## config.mk

```make
export PLATFORM = sky130hd
export DESIGN_NAME = pixel_gradient_darken_flat
export DESIGN_NICKNAME = d
export VERILOG_FILES = /design/src/rtl/pgd_pkg.sv /design/src/rtl/pgd_in_if.sv /design/src/rtl/pgd_out_if.sv /design/src/rtl/pgd_front.sv /design/src/rtl/pgd_div_step.sv /design/src/rtl/pgd_back.sv /design/src/rtl/pixel_gradient_darken.sv /design/src/flat_wrapper.sv
export SDC_FILE = /design/constraint.sdc
export NUM_CORES = 2
export LEC_CHECK = 0
export BUFFER_PORTS_ARGS = -buffer_cell sky130_fd_sc_hd__clkbuf_2
export CAP_MARGIN = 20
export CORE_MARGIN = 3
export CORE_UTILIZATION = 30
export CTS_CLUSTER_DIAMETER = 60
export CTS_CLUSTER_SIZE = 8
export DETAILED_ROUTE_END_ITERATION = 10
export GPL_TIMING_DRIVEN = 0
export PLACE_DENSITY = 0.44
export SYNTH_ARGS = -nofsm -noshare
export SYNTH_HDL_FRONTEND = slang
export SYNTH_SLANG_ARGS = --single-unit
```

## constraint.sdc

```tcl
create_clock -name clk -period 7 [get_ports clk]
set_clock_uncertainty 0.1 [all_clocks]
set_input_delay 0 -clock clk [delete_from_list [all_inputs] [get_ports clk]]
set_output_delay 0 -clock clk [all_outputs]
set_load 0.05 [all_outputs]
```

## src/rtl/pgd_pkg.sv

```systemverilog
// pgd_pkg: shared widths, register codes and the beat type of the
// pixel gradient darken pipeline. No dependencies.
package pgd_pkg;

  localparam int COL_W      = 10;
  localparam int ROW_W      = 6;
  localparam int CH_W       = 8;
  localparam int WIDTH_W    = 11;
  localparam int HEIGHT_W   = 7;
  localparam int POS_W      = 17;  // row*width + column
  localparam int N_W        = 18;  // width*height
  localparam int REM_W      = 26;  // channel * position * 2
  localparam int Q_W        = 10;  // saturated quotient bits
  localparam int DIV_W      = N_W + Q_W;
  localparam int DIV_STEPS  = Q_W / 2;
  localparam int LANES      = 3;   // red, green, blue
  localparam int STAGES     = 5 + DIV_STEPS;
  localparam int CFG_IDX_W  = 2;
  localparam int CFG_DATA_W = 11;

  // floor(q/3) == (q*RECIP3) >> RECIP3_SH for every q below 2**Q_W
  localparam int RECIP3     = 683;
  localparam int RECIP3_SH  = 11;

  localparam logic [WIDTH_W-1:0]  WIDTH_RST  = WIDTH_W'(1024);
  localparam logic [HEIGHT_W-1:0] HEIGHT_RST = HEIGHT_W'(64);

  typedef enum logic [CFG_IDX_W-1:0] {
    CFG_AREA_WIDTH  = 2'd0,
    CFG_AREA_HEIGHT = 2'd1,
    CFG_SOFT_MODE   = 2'd2
  } cfg_idx_t;

  // one pixel as it moves down the pipeline; lane 0 red, 1 green, 2 blue
  typedef struct packed {
    logic [COL_W-1:0]                column;
    logic [ROW_W-1:0]                row;
    logic [LANES-1:0][CH_W-1:0]      chan;
    logic [CH_W-1:0]                 alpha;
    logic                            pass;   // empty area: no change
    logic                            clr;    // transparent pixel
    logic                            quarter; // soft mode: quarter-strength loss
    logic                            dbl;    // normal mode, red side
    logic [LANES-1:0]                act;    // lanes that get darkened
    logic [POS_W-1:0]                pos;
    logic [LANES-1:0][REM_W-1:0]     rem;
    logic [LANES-1:0]                sat;
    logic [LANES-1:0][Q_W-1:0]       quo;
  } pgd_beat_t;

endpackage

```

## src/rtl/pgd_in_if.sv

```systemverilog
// pgd_in_if: input pixel channel, valid/ready with position and RGBA.
// Depends on pgd_pkg.
interface pgd_in_if;
  logic                          valid;
  logic                          ready;
  logic [pgd_pkg::COL_W-1:0]     column;
  logic [pgd_pkg::ROW_W-1:0]     row;
  logic [pgd_pkg::CH_W-1:0]      red_in;
  logic [pgd_pkg::CH_W-1:0]      green_in;
  logic [pgd_pkg::CH_W-1:0]      blue_in;
  logic [pgd_pkg::CH_W-1:0]      alpha_in;

  modport source (output valid, column, row, red_in, green_in, blue_in, alpha_in,
                  input ready);
  modport sink (input valid, column, row, red_in, green_in, blue_in, alpha_in,
                output ready);
endinterface

```

## src/rtl/pgd_out_if.sv

```systemverilog
// pgd_out_if: result pixel channel, valid/ready with RGBA.
// Depends on pgd_pkg.
interface pgd_out_if;
  logic                          valid;
  logic                          ready;
  logic [pgd_pkg::CH_W-1:0]      red_out;
  logic [pgd_pkg::CH_W-1:0]      green_out;
  logic [pgd_pkg::CH_W-1:0]      blue_out;
  logic [pgd_pkg::CH_W-1:0]      alpha_out;

  modport source (output valid, red_out, green_out, blue_out, alpha_out,
                  input ready);
  modport sink (input valid, red_out, green_out, blue_out, alpha_out,
                output ready);
endinterface

```

## src/rtl/pgd_front.sv

```systemverilog
// pgd_front: position multiply, channel products and divider setup
// (three register stages). Depends on pgd_pkg.
module pgd_front (
  input  logic                              clk,
  input  logic                              rst_n,
  input  logic [2:0]                        en,
  input  logic                              v_in,
  input  pgd_pkg::pgd_beat_t                d_in,
  input  logic [pgd_pkg::WIDTH_W-1:0]       area_width,
  input  logic [pgd_pkg::HEIGHT_W-1:0]      area_height,
  input  logic                              soft_mode,
  input  logic [pgd_pkg::N_W-1:0]           area_n,
  output logic [2:0]                        v_out,
  output pgd_pkg::pgd_beat_t                d_out
);
  import pgd_pkg::*;

  logic [2:0]  v_r;
  pgd_beat_t   s1_r, s1_nxt;
  pgd_beat_t   s2_r, s2_nxt;
  pgd_beat_t   s3_r, s3_nxt;
  logic        red_side;

  // stage 1: raster position and per-pixel decisions
  always_comb begin
    s1_nxt         = d_in;
    red_side       = d_in.chan[0] >= d_in.chan[2];
    s1_nxt.pos     = POS_W'(d_in.row) * POS_W'(area_width) + POS_W'(d_in.column);
    s1_nxt.pass    = (area_width == '0) || (area_height == '0);
    s1_nxt.clr     = d_in.alpha == '0;
    s1_nxt.quarter = soft_mode;
    s1_nxt.dbl     = !soft_mode && red_side;
    s1_nxt.act     = {!red_side, 1'b1, red_side};
  end

  // stage 2: channel times position, doubled on the normal red side
  always_comb begin
    s2_nxt = s1_r;
    for (int k = 0; k < LANES; k++) begin
      s2_nxt.rem[k] = (REM_W'(s1_r.chan[k]) * REM_W'(s1_r.pos)) << s1_r.dbl;
    end
  end

  // stage 3: quotients of 2**Q_W or more saturate
  always_comb begin
    s3_nxt     = s2_r;
    s3_nxt.quo = '0;
    for (int k = 0; k < LANES; k++) begin
      s3_nxt.sat[k] = DIV_W'(s2_r.rem[k]) >= {area_n, {Q_W{1'b0}}};
    end
  end

  always_ff @(posedge clk) begin
    if (!rst_n) begin
      v_r <= '0;
    end else begin
      if (en[0]) v_r[0] <= v_in;
      if (en[1]) v_r[1] <= v_r[0];
      if (en[2]) v_r[2] <= v_r[1];
    end
  end

  always_ff @(posedge clk) begin
    if (en[0]) s1_r <= s1_nxt;
    if (en[1]) s2_r <= s2_nxt;
    if (en[2]) s3_r <= s3_nxt;
  end

  assign v_out = v_r;
  assign d_out = s3_r;
endmodule

```

## src/rtl/pgd_div_step.sv

```systemverilog
// pgd_div_step: one restoring-division stage, two quotient bits per lane.
// Depends on pgd_pkg.
module pgd_div_step (
  input  logic                           clk,
  input  logic                           rst_n,
  input  logic                           en,
  input  logic                           v_in,
  input  pgd_pkg::pgd_beat_t             d_in,
  input  logic [pgd_pkg::DIV_W-1:0]      div_hi,
  input  logic [pgd_pkg::DIV_W-1:0]      div_lo,
  output logic                           v_out,
  output pgd_pkg::pgd_beat_t             d_out
);
  import pgd_pkg::*;

  logic       v_r;
  pgd_beat_t  d_r, d_nxt;

  // compare-subtract against divisor<<j, then divisor<<(j-1)
  always_comb begin
    logic [DIV_W-1:0] r;
    logic             bh, bl;
    d_nxt = d_in;
    for (int k = 0; k < LANES; k++) begin
      r  = DIV_W'(d_in.rem[k]);
      bh = r >= div_hi;
      if (bh) r = r - div_hi;
      bl = r >= div_lo;
      if (bl) r = r - div_lo;
      d_nxt.rem[k] = REM_W'(r);
      d_nxt.quo[k] = {d_in.quo[k][Q_W-3:0], bh, bl};
    end
  end

  always_ff @(posedge clk) begin
    if (!rst_n) begin
      v_r <= 1'b0;
    end else if (en) begin
      v_r <= v_in;
    end
  end

  always_ff @(posedge clk) begin
    if (en) d_r <= d_nxt;
  end

  assign v_out = v_r;
  assign d_out = d_r;
endmodule

```

## src/rtl/pgd_back.sv

```systemverilog
// pgd_back: final scaling of the quotient, subtraction and output register.
// Depends on pgd_pkg.
module pgd_back (
  input  logic                   clk,
  input  logic                   rst_n,
  input  logic                   en,
  input  logic                   v_in,
  input  pgd_pkg::pgd_beat_t     d_in,
  output logic                   v_out,
  output pgd_pkg::pgd_beat_t     d_out
);
  import pgd_pkg::*;

  logic       v_r;
  pgd_beat_t  d_r, d_nxt;

  always_comb begin
    logic [Q_W-1:0]          qs;
    logic [Q_W-1:0]          loss;
    logic [2*Q_W-1:0]        prod;
    d_nxt = d_in;
    for (int k = 0; k < LANES; k++) begin
      qs   = d_in.sat[k] ? {Q_W{1'b1}} : d_in.quo[k];
      prod = (2*Q_W)'(qs * (2*Q_W)'(RECIP3));
      if (d_in.quarter) begin
        loss = qs >> 2;
      end else if (d_in.dbl) begin
        loss = Q_W'(prod >> RECIP3_SH);
      end else begin
        loss = qs >> 1;
      end
      // loss at or above the channel value clips to zero
      if (d_in.pass) begin
        d_nxt.chan[k] = d_in.chan[k];
      end else if (d_in.clr) begin
        d_nxt.chan[k] = '0;
      end else if (d_in.act[k]) begin
        d_nxt.chan[k] = (loss >= Q_W'(d_in.chan[k])) ? '0
                        : CH_W'(Q_W'(d_in.chan[k]) - loss);
      end
    end
  end

  always_ff @(posedge clk) begin
    if (!rst_n) begin
      v_r <= 1'b0;
    end else if (en) begin
      v_r <= v_in;
    end
  end

  always_ff @(posedge clk) begin
    if (en) d_r <= d_nxt;
  end

  assign v_out = v_r;
  assign d_out = d_r;
endmodule

```

## src/rtl/pixel_gradient_darken.sv

```systemverilog
// pixel_gradient_darken: top level of the gradient darkening pipeline.
// Depends on pgd_pkg, pgd_in_if, pgd_out_if, pgd_front, pgd_div_step, pgd_back.
//
// Usage:
//   in_ch  : one pixel per beat (column, row, RGBA), valid/ready.
//   out_ch : one darkened RGBA pixel per input beat, same order, valid/ready.
//   cfg_*  : write port; index 0 area width, 1 area height, 2 soft mode.
//            Write only while the pipeline is empty.
//   Ten register stages: input register, position multiply, channel
//   products, saturation check, five stages of two quotient bits each, and
//   the output register. Throughput is one pixel per clock while out_ch.ready
//   stays high; the depth is set by the 10-bit restoring divider.
//   Each stage holds when the stage after it is full and stalled, so empty
//   stages keep filling while out_ch.ready is low; up to 10 beats sit in
//   the pipeline. Nothing is dropped or repeated on a stall.
//   Reset (rst_n low, synchronous) empties the pipeline and loads width
//   1024, height 64, soft mode 0.
module pixel_gradient_darken (
  input  logic                              clk,
  input  logic                              rst_n,
  pgd_in_if.sink                            in_ch,
  pgd_out_if.source                         out_ch,
  input  logic                              cfg_we,
  input  logic [pgd_pkg::CFG_IDX_W-1:0]     cfg_idx,
  input  logic [pgd_pkg::CFG_DATA_W-1:0]    cfg_wdata
);
  import pgd_pkg::*;

  logic [WIDTH_W-1:0]   width_r;
  logic [HEIGHT_W-1:0]  height_r;
  logic                 soft_r;
  logic [N_W-1:0]       n_r;

  logic [STAGES-1:0]    v;
  logic [STAGES-1:0]    en;
  pgd_beat_t            d [STAGES];
  pgd_beat_t            d0_nxt;
  logic                 v0_r;
  pgd_beat_t            d0_r;

  // configuration registers; the area product is registered from them in the cycle after
  always_ff @(posedge clk) begin
    if (!rst_n) begin
      width_r  <= WIDTH_RST;
      height_r <= HEIGHT_RST;
      soft_r   <= 1'b0;
      n_r      <= N_W'(WIDTH_RST) * N_W'(HEIGHT_RST);
    end else begin
      n_r <= N_W'(width_r) * N_W'(height_r);
      if (cfg_we) begin
        unique case (cfg_idx_t'(cfg_idx))
          CFG_AREA_WIDTH:  width_r  <= cfg_wdata[WIDTH_W-1:0];
          CFG_AREA_HEIGHT: height_r <= cfg_wdata[HEIGHT_W-1:0];
          CFG_SOFT_MODE:   soft_r   <= cfg_wdata[0];
          default: ;
        endcase
      end
    end
  end

  // per-stage enable: a stage loads when empty or when the next one moves
  always_comb begin
    en[STAGES-1] = !v[STAGES-1] || out_ch.ready;
    for (int k = STAGES-2; k >= 0; k--) begin
      en[k] = !v[k] || en[k+1];
    end
  end

  assign in_ch.ready = en[0];

  // stage 0: input register
  always_comb begin
    d0_nxt         = '0;
    d0_nxt.column  = in_ch.column;
    d0_nxt.row     = in_ch.row;
    d0_nxt.chan[0] = in_ch.red_in;
    d0_nxt.chan[1] = in_ch.green_in;
    d0_nxt.chan[2] = in_ch.blue_in;
    d0_nxt.alpha   = in_ch.alpha_in;
  end

  always_ff @(posedge clk) begin
    if (!rst_n) begin
      v0_r <= 1'b0;
    end else if (en[0]) begin
      v0_r <= in_ch.valid;
    end
  end

  always_ff @(posedge clk) begin
    if (en[0]) d0_r <= d0_nxt;
  end

  assign v[0] = v0_r;
  assign d[0] = d0_r;

  pgd_front u_front (
    .clk         (clk),
    .rst_n       (rst_n),
    .en          (en[3:1]),
    .v_in        (v[0]),
    .d_in        (d[0]),
    .area_width  (width_r),
    .area_height (height_r),
    .soft_mode   (soft_r),
    .area_n      (n_r),
    .v_out       (v[3:1]),
    .d_out       (d[3])
  );

  // quotient bits, most significant first
  for (genvar s = 0; s < DIV_STEPS; s++) begin : g_div
    logic [DIV_W-1:0] dhi, dlo;
    assign dhi = DIV_W'(n_r) << (Q_W - 1 - 2*s);
    assign dlo = DIV_W'(n_r) << (Q_W - 2 - 2*s);

    pgd_div_step u_step (
      .clk    (clk),
      .rst_n  (rst_n),
      .en     (en[4+s]),
      .v_in   (v[3+s]),
      .d_in   (d[3+s]),
      .div_hi (dhi),
      .div_lo (dlo),
      .v_out  (v[4+s]),
      .d_out  (d[4+s])
    );
  end

  pgd_back u_back (
    .clk   (clk),
    .rst_n (rst_n),
    .en    (en[STAGES-1]),
    .v_in  (v[STAGES-2]),
    .d_in  (d[STAGES-2]),
    .v_out (v[STAGES-1]),
    .d_out (d[STAGES-1])
  );

  // unused intermediate slots: stages 1 and 2 live inside the front end
  assign d[1] = d[0];
  assign d[2] = d[0];

  assign out_ch.valid     = v[STAGES-1];
  assign out_ch.red_out   = d[STAGES-1].chan[0];
  assign out_ch.green_out = d[STAGES-1].chan[1];
  assign out_ch.blue_out  = d[STAGES-1].chan[2];
  assign out_ch.alpha_out = d[STAGES-1].alpha;
endmodule

```

## src/flat_wrapper.sv

```systemverilog
// flat-port wrapper written by rule: the top's interface ports become plain ports
module pixel_gradient_darken_flat import pgd_pkg::*;
  (clk, rst_n, cfg_we, cfg_idx, cfg_wdata, in_ch_valid, in_ch_column, in_ch_row, in_ch_red_in, in_ch_green_in, in_ch_blue_in, in_ch_alpha_in, in_ch_ready, out_ch_valid, out_ch_red_out, out_ch_green_out, out_ch_blue_out, out_ch_alpha_out, out_ch_ready);
  pgd_in_if in_ch_i ();
  pgd_out_if out_ch_i ();
  input  logic clk;
  input  logic rst_n;
  input  logic cfg_we;
  input  logic [pgd_pkg::CFG_IDX_W-1:0] cfg_idx;
  input  logic [pgd_pkg::CFG_DATA_W-1:0] cfg_wdata;
  input wire logic [$bits(in_ch_i.valid)-1:0] in_ch_valid;
  input wire logic [$bits(in_ch_i.column)-1:0] in_ch_column;
  input wire logic [$bits(in_ch_i.row)-1:0] in_ch_row;
  input wire logic [$bits(in_ch_i.red_in)-1:0] in_ch_red_in;
  input wire logic [$bits(in_ch_i.green_in)-1:0] in_ch_green_in;
  input wire logic [$bits(in_ch_i.blue_in)-1:0] in_ch_blue_in;
  input wire logic [$bits(in_ch_i.alpha_in)-1:0] in_ch_alpha_in;
  output wire logic [$bits(in_ch_i.ready)-1:0] in_ch_ready;
  output wire logic [$bits(out_ch_i.valid)-1:0] out_ch_valid;
  output wire logic [$bits(out_ch_i.red_out)-1:0] out_ch_red_out;
  output wire logic [$bits(out_ch_i.green_out)-1:0] out_ch_green_out;
  output wire logic [$bits(out_ch_i.blue_out)-1:0] out_ch_blue_out;
  output wire logic [$bits(out_ch_i.alpha_out)-1:0] out_ch_alpha_out;
  input wire logic [$bits(out_ch_i.ready)-1:0] out_ch_ready;
  assign in_ch_i.valid = in_ch_valid;
  assign in_ch_i.column = in_ch_column;
  assign in_ch_i.row = in_ch_row;
  assign in_ch_i.red_in = in_ch_red_in;
  assign in_ch_i.green_in = in_ch_green_in;
  assign in_ch_i.blue_in = in_ch_blue_in;
  assign in_ch_i.alpha_in = in_ch_alpha_in;
  assign in_ch_ready = in_ch_i.ready;
  assign out_ch_valid = out_ch_i.valid;
  assign out_ch_red_out = out_ch_i.red_out;
  assign out_ch_green_out = out_ch_i.green_out;
  assign out_ch_blue_out = out_ch_i.blue_out;
  assign out_ch_alpha_out = out_ch_i.alpha_out;
  assign out_ch_i.ready = out_ch_ready;
  pixel_gradient_darken u_core (.clk(clk), .rst_n(rst_n), .in_ch(in_ch_i), .out_ch(out_ch_i), .cfg_we(cfg_we), .cfg_idx(cfg_idx), .cfg_wdata(cfg_wdata));
endmodule
```

Yosys cells after proc, flatten, opt, wreduce, memory -nomap -nowiden
Index checks and enable logic that the tools add are counted.
W data, S select, Z words.
{"block": "word_totals", "register_bits": 1024, "wordCells": 295}
{"block": "classes", "n_addsub": 31, "mul": 8, "magnitude_cmp": 37, "eq_ne": 2, "shift": 3, "muxes": 47, "reduce_logical": 31}
{"operator": "$mux W28", "count": 15}
{"operator": "$mux W26", "count": 12}
{"operator": "$mux W8", "count": 11}
{"operator": "$ge A26 B28 Y1", "count": 3}
{"operator": "$ge A28 B18 Y1", "count": 3}
{"operator": "$ge A28 B20 Y1", "count": 3}
{"operator": "$ge A28 B22 Y1", "count": 3}
{"operator": "$ge A28 B24 Y1", "count": 3}
{"operator": "$ge A28 B26 Y1", "count": 3}
{"operator": "$sub A26 B27 Y28", "count": 3}
{"operator": "$ge A26 B27 Y1", "count": 3}
{"operator": "$sub A26 B19 Y27", "count": 3}
{"operator": "$sub A26 B21 Y27", "count": 3}
{"operator": "$sub A26 B23 Y27", "count": 3}
{"operator": "$sub A26 B25 Y27", "count": 3}
{"operator": "$ge A26 B19 Y1", "count": 3}
{"operator": "$ge A26 B21 Y1", "count": 3}
{"operator": "$ge A26 B23 Y1", "count": 3}
{"operator": "$ge A26 B25 Y1", "count": 3}
{"operator": "$shl A25 B1 Y26", "count": 3}
{"operator": "$sub A26 B20 Y26", "count": 3}
{"operator": "$sub A26 B22 Y26", "count": 3}
{"operator": "$sub A26 B24 Y26", "count": 3}
{"operator": "$sub A26 B26 Y26", "count": 3}
{"operator": "21 further kinds", "count": 58}

Logic depth before layout (Yosys ltp)
{"block": "logic_depth", "ltp_word": 11, "ltp_mapped": 34}

Cells and area by module
Synthesis repeated with hierarchy kept, for this count alone.
{"block": "unflattened", "hier_cells": 12043, "hier_area_um2": 124891.0}
{"mod": "pgd_div_step (u_core.g_div[0].u_step ...)", "n_inst": 2, "cells_each": 1621, "area_per_inst_um2": 15643.8, "seq_area_each_um2": 5515.3}
{"mod": "pgd_front", "n_inst": 1, "cells_each": 2515, "area_per_inst_um2": 29126.7, "seq_area_each_um2": 11230.8}
{"mod": "pgd_div_step (u_core.g_div[2].u_step)", "n_inst": 1, "cells_each": 1604, "area_per_inst_um2": 15593.7, "seq_area_each_um2": 5515.3}
{"mod": "pgd_div_step (u_core.g_div[4].u_step)", "n_inst": 1, "cells_each": 1582, "area_per_inst_um2": 15383.5, "seq_area_each_um2": 5515.3}
{"mod": "pgd_div_step (u_core.g_div[3].u_step)", "n_inst": 1, "cells_each": 1517, "area_per_inst_um2": 15040.7, "seq_area_each_um2": 5515.3}
{"mod": "pgd_back", "n_inst": 1, "cells_each": 1115, "area_per_inst_um2": 13236.4, "seq_area_each_um2": 5515.3}
{"mod": "pixel_gradient_darken", "n_inst": 1, "cells_each": 468, "area_per_inst_um2": 5222.5, "seq_area_each_um2": 2202.1}

Worst setup path before layout
OpenSTA, ideal clock, no wires.
{"block": "synth_timing", "path_type": "register to register", "startpoint": "register u_core.n_r[1]", "endpoint": "register u_core.g_div[0].u_step.d_r (netlist bit u_core.g_div[0].u_step.d_out[77]), data pin", "setup_ns": 0.260, "arrival_time_ns": 7.349, "required_ns": 6.640, "slack_ns": -0.709, "path_stages_with_launch": 25, "n_path_buf": 2, "period_less_slack_ns": 7.709, "path_cell_list": "dfxtp_1 > inv_1 > ha_1 > nor2b_1 > o211ai_1 > nand3_1 > a41oi_1 > o21ai_0 > o31a_1 > o221ai_1 > a21boi_2 > buf_2 > mux2_2 > fa_1 > nor2b_1 > o21ai_0 > a21boi_0 > o21ai_0 > a211oi_1 > nor3_1 > o31ai_1 > o21ai_0 > o41ai_2 > buf_2 > mux2_2"}
{"item": "start, declared", "line_no": "pixel_gradient_darken.sv:32", "source": "logic [N_W-1:0] n_r;"}
{"item": "start signal, assigned", "line_no": "pixel_gradient_darken.sv:47", "source": "n_r <= N_W'(WIDTH_RST) * N_W'(HEIGHT_RST);"}
{"item": "start signal, assigned", "line_no": "pixel_gradient_darken.sv:49", "source": "n_r <= N_W'(width_r) * N_W'(height_r);"}
{"item": "end signal, assigned", "line_no": "pgd_div_step.sv:44", "source": "if (en) d_r <= d_nxt;"}
{"item": "end, declared", "line_no": "pgd_div_step.sv:17", "source": "pgd_beat_t d_r, d_nxt;"}

==> flow_summary_export.csv <==
group,metric,value,unit
status,status,"finished with violations",
status,violations,"negative setup slack",
hold_path,worst_hold_path_type,"in2reg",
sta,post-route-period-util,101.3,%
setup_path,cp-end-kind,"flip-flop",
route,vias,65370,
setup_path,cpPeakStageDelay,520,ps
setup_path,critPathArrivalTime,7680,ps
sta,drv_slew,0,
layout,num-fill-cells,29140,
setup_path,r2r_slack,-90,ps
route,via_per_inst,4.978,
die,fp.dieW,548.8,um
sta,setup_ws,-88.78,ps
layout,areaGrowthSynthToFinish,16.62,%
global_route,track_usage,16.75,%
placement,dp_hpwl,194600,um
setup_path,critPathKind,"reg2reg",
logic_synthesis,synth_area_leaders,"edfxtp_1, ha_1, fa_1, xnor2_1, mux2_2",
die,die_area,301200,um^2
die,pin_count,100,
setup_path,r2r-start,"u_core.g_div[4].u_step.d_out[32]",
logic_synthesis,ys_types,98,
placement,dpl_cell_area,94660,um^2
setup_path,cpMostUsedCell,"a21o_1",
logic_synthesis,ys_seq_area_share,34.26,%
setup_path,required,7590,ps
route,routed_wl,256800,um
logic_synthesis,ys_ff_latch,1024,
die,die_h,548.8,um
sta,setup_viol,8,
die,core_area,292100,um^2
setup_path,worst_r2r_endpoint,"u_core.u_back.d_out[165]",
logic_synthesis,yosysTopAreaCell,"edfxtp_1",
global_route,antenna_found_initial,6,
clock_network,cts_root_buf,"clkbuf_16",
global_route,grt_pass1_vias,66760,
global_route,grt_overflow_total,0,
sta,slew_headroom,27.31,%
sta,fmax,141.1,MHz
logic_synthesis,synth_most_common_cell,"ha_1",
logic_synthesis,synthFlopType,"edfxtp_1",
clock_network,htree_levels,4,
logic_synthesis,synth_enable_flop_cells,977,
setup_path,crit_fanout,8,
clock_network,clock_path_buffers,3,
route,drtAntennaViolNets,0,
hold_path,min_to,"u_core.u_back.v_out",
global_route,grt_pass1_wl,394400,um
die,start_util,30.26,%
route,drt_iter0_markers,3785,
route,dr.pass1.iters,6,
logic_synthesis,yosys_warnings,0,
route,drc,0,
clock_network,cts_tree,"yes",
route,wl_per_cell,19.56,um
clock_network,path_clk_slew,50,ps
clock_network,clkLatencyLatePin,850,ps
placement,numPortBuffers,99,
hold_path,min_path_cells,4,
sta,tightest_slew,1084,ps
logic_synthesis,synth_top_area_share,33.19,%
setup_path,critPathSlowestCell,"fa_1",
logic_synthesis,syn_inst,8632,
setup_path,reg2reg_depth,33,
sta,hold_violations,0,
logic_synthesis,ys_top_cells_by_count,"ha_1, edfxtp_1, nand2_1",
setup_path,start_kind,"flip-flop",
die,rows,198,
layout,drive_gt1_share,12.20,%
clock_network,clock_sinks,1024,
clock_network,cts_buffers,163,
layout,design_area,103100,um^2
flow_run,drv_cap,0,
global_route,grt_max_degree,87,
placement,globalplace.congestion,0.8342,
sta,rsz0062_at_grt,"true",
logic_synthesis,post_synth.cell_area_avg,10.24,um^2
logic_synthesis,synthArstFlopShare,0,%
layout,nets,10710,
sta,min_period,7089,ps
logic_synthesis,mappedNetlistNets,10180,
logic_synthesis,syn_area,88380,um^2
hold_path,min_from,"out_ch_ready",
[per-layer routing]
layer / vias to the layer above / track usage [%] / routed length (um)
met5: - / 0 / 0
met4: 0 / 5.112 / 7502
met3: 306 / 1.912 / 8732
met2: 1179 / 27.42 / 117800
met1: 31910 / 23.14 / 122700
li1: 31980 / - / -
[area by class of cell]
type,count,area [um^2],share of cell area (%)
inverters,767,3015,2.925
flip-flops and latches,1024,30290,29.38
diodes,2,5.005,0.004855
well taps,3900,4880,4.734
clock buffers,184,4178,4.053
multi-input cells,6605,55330,53.68
repair buffers,372,3462,3.359
plain buffers,231,1169,1.134
clock inverters,46,753.2,0.7307
[cells by family after synthesis]
family,synth area share [%]
compound gates,13.60
xor+xnor,5.212
fa+ha+maj,24.77
buf+inv,4.434
flops,34.26
mux,4.529
simple gates,13.20
[how the worst max path moves through the flow]
stage | end | cells after the start | from | slack, ps
floorplan | u_core.u_back.d_out[159] | 32 | u_core.g_div[4].u_step.d_out[32] | 3
global placement | u_core.g_div[2].u_step.d_out[48] | 25 | u_core.n_r[14] | -3530
detailed placement | u_core.g_div[2].u_step.d_out[48] | 24 | u_core.n_r[17] | -1970
CTS | u_core.u_back.d_out[165] | 33 | u_core.g_div[4].u_step.d_out[32] | -90
global route | u_core.u_back.d_out[165] | 33 | u_core.g_div[4].u_step.d_out[32] | -400
finish | u_core.u_back.d_out[165] | 33 | u_core.g_div[4].u_step.d_out[32] | -90
[sequential cells by signal, indices dropped and copies added, names as in the netlist, 7 cells and up]
| signal | count |
|---|---|
| u_core.g_div.u_step.d_out | 607 |
| u_core.u_front.s1_r | 55 |
| u_core.d | 48 |
| u_core.height_r | 7 |
| u_core.n_r | 18 |
| u_core.u_back.d_out | 32 |
| u_core.u_front.d_out | 119 |
| u_core.width_r | 11 |
| u_core.u_front.s2_r | 116 |
[what timing repair did]
item / in CTS / in global routing
gates cloned: 4 / 3
pin swaps: 83 / 33
setup buffers: 54 / 46
hold buffers: 140 / 0
endpoints found under the setup margin: 292 / 278
resized for setup: 204 / 143
endpoints found under the hold margin: 100 / 0
[critical path: cells and delay by family, from the launching register on]
family | cells | cell delay (ps)
AND/OR/NAND/NOR | 2 | 230
flip-flops | 1 | 500
buffers and inverters | 7 | 600
adder cells (fa/ha/maj) | 7 | 2510
XOR/XNOR | 1 | 200
multiplexers | 1 | 240
AO/OA/AOI/OAI | 15 | 2550
[layout by cell type (no fill, tap or decap), drive strengths merged, types with 140 or more instances in the layout]
master and n:
a21o 243, a21oi 575, and2 275, buf 192
clkbuf 453, dlygate4sd3 140, edfxtp 977, fa 454
ha 1023, inv 762, mux2 293, nand2 771
nor2 479, o21ai 398, xnor2 378, xor2 148
[per-stage QoR]
stage / util [%] / TNS (ps) / cells / hold WS, ps / worst slack (ps)
global placement: 32.15 / -812880 / 12630 / 77.57 / -3527
floorplan: - / 0 / 8632 / -1.131 / 3.340
finish: 35.29 / -448.3 / 13130 / 104.7 / -88.78
global route: 35.29 / -6186 / 13130 / 62.61 / -395.2
CTS: 35.00 / -416.3 / 13080 / 2.247 / -85.92
detailed placement: 32.41 / -317880 / 12660 / 78.63 / -1968
Power is not shown: default switching activity piles up to over one toggle a cycle in this logic, so the estimate is an artifact.
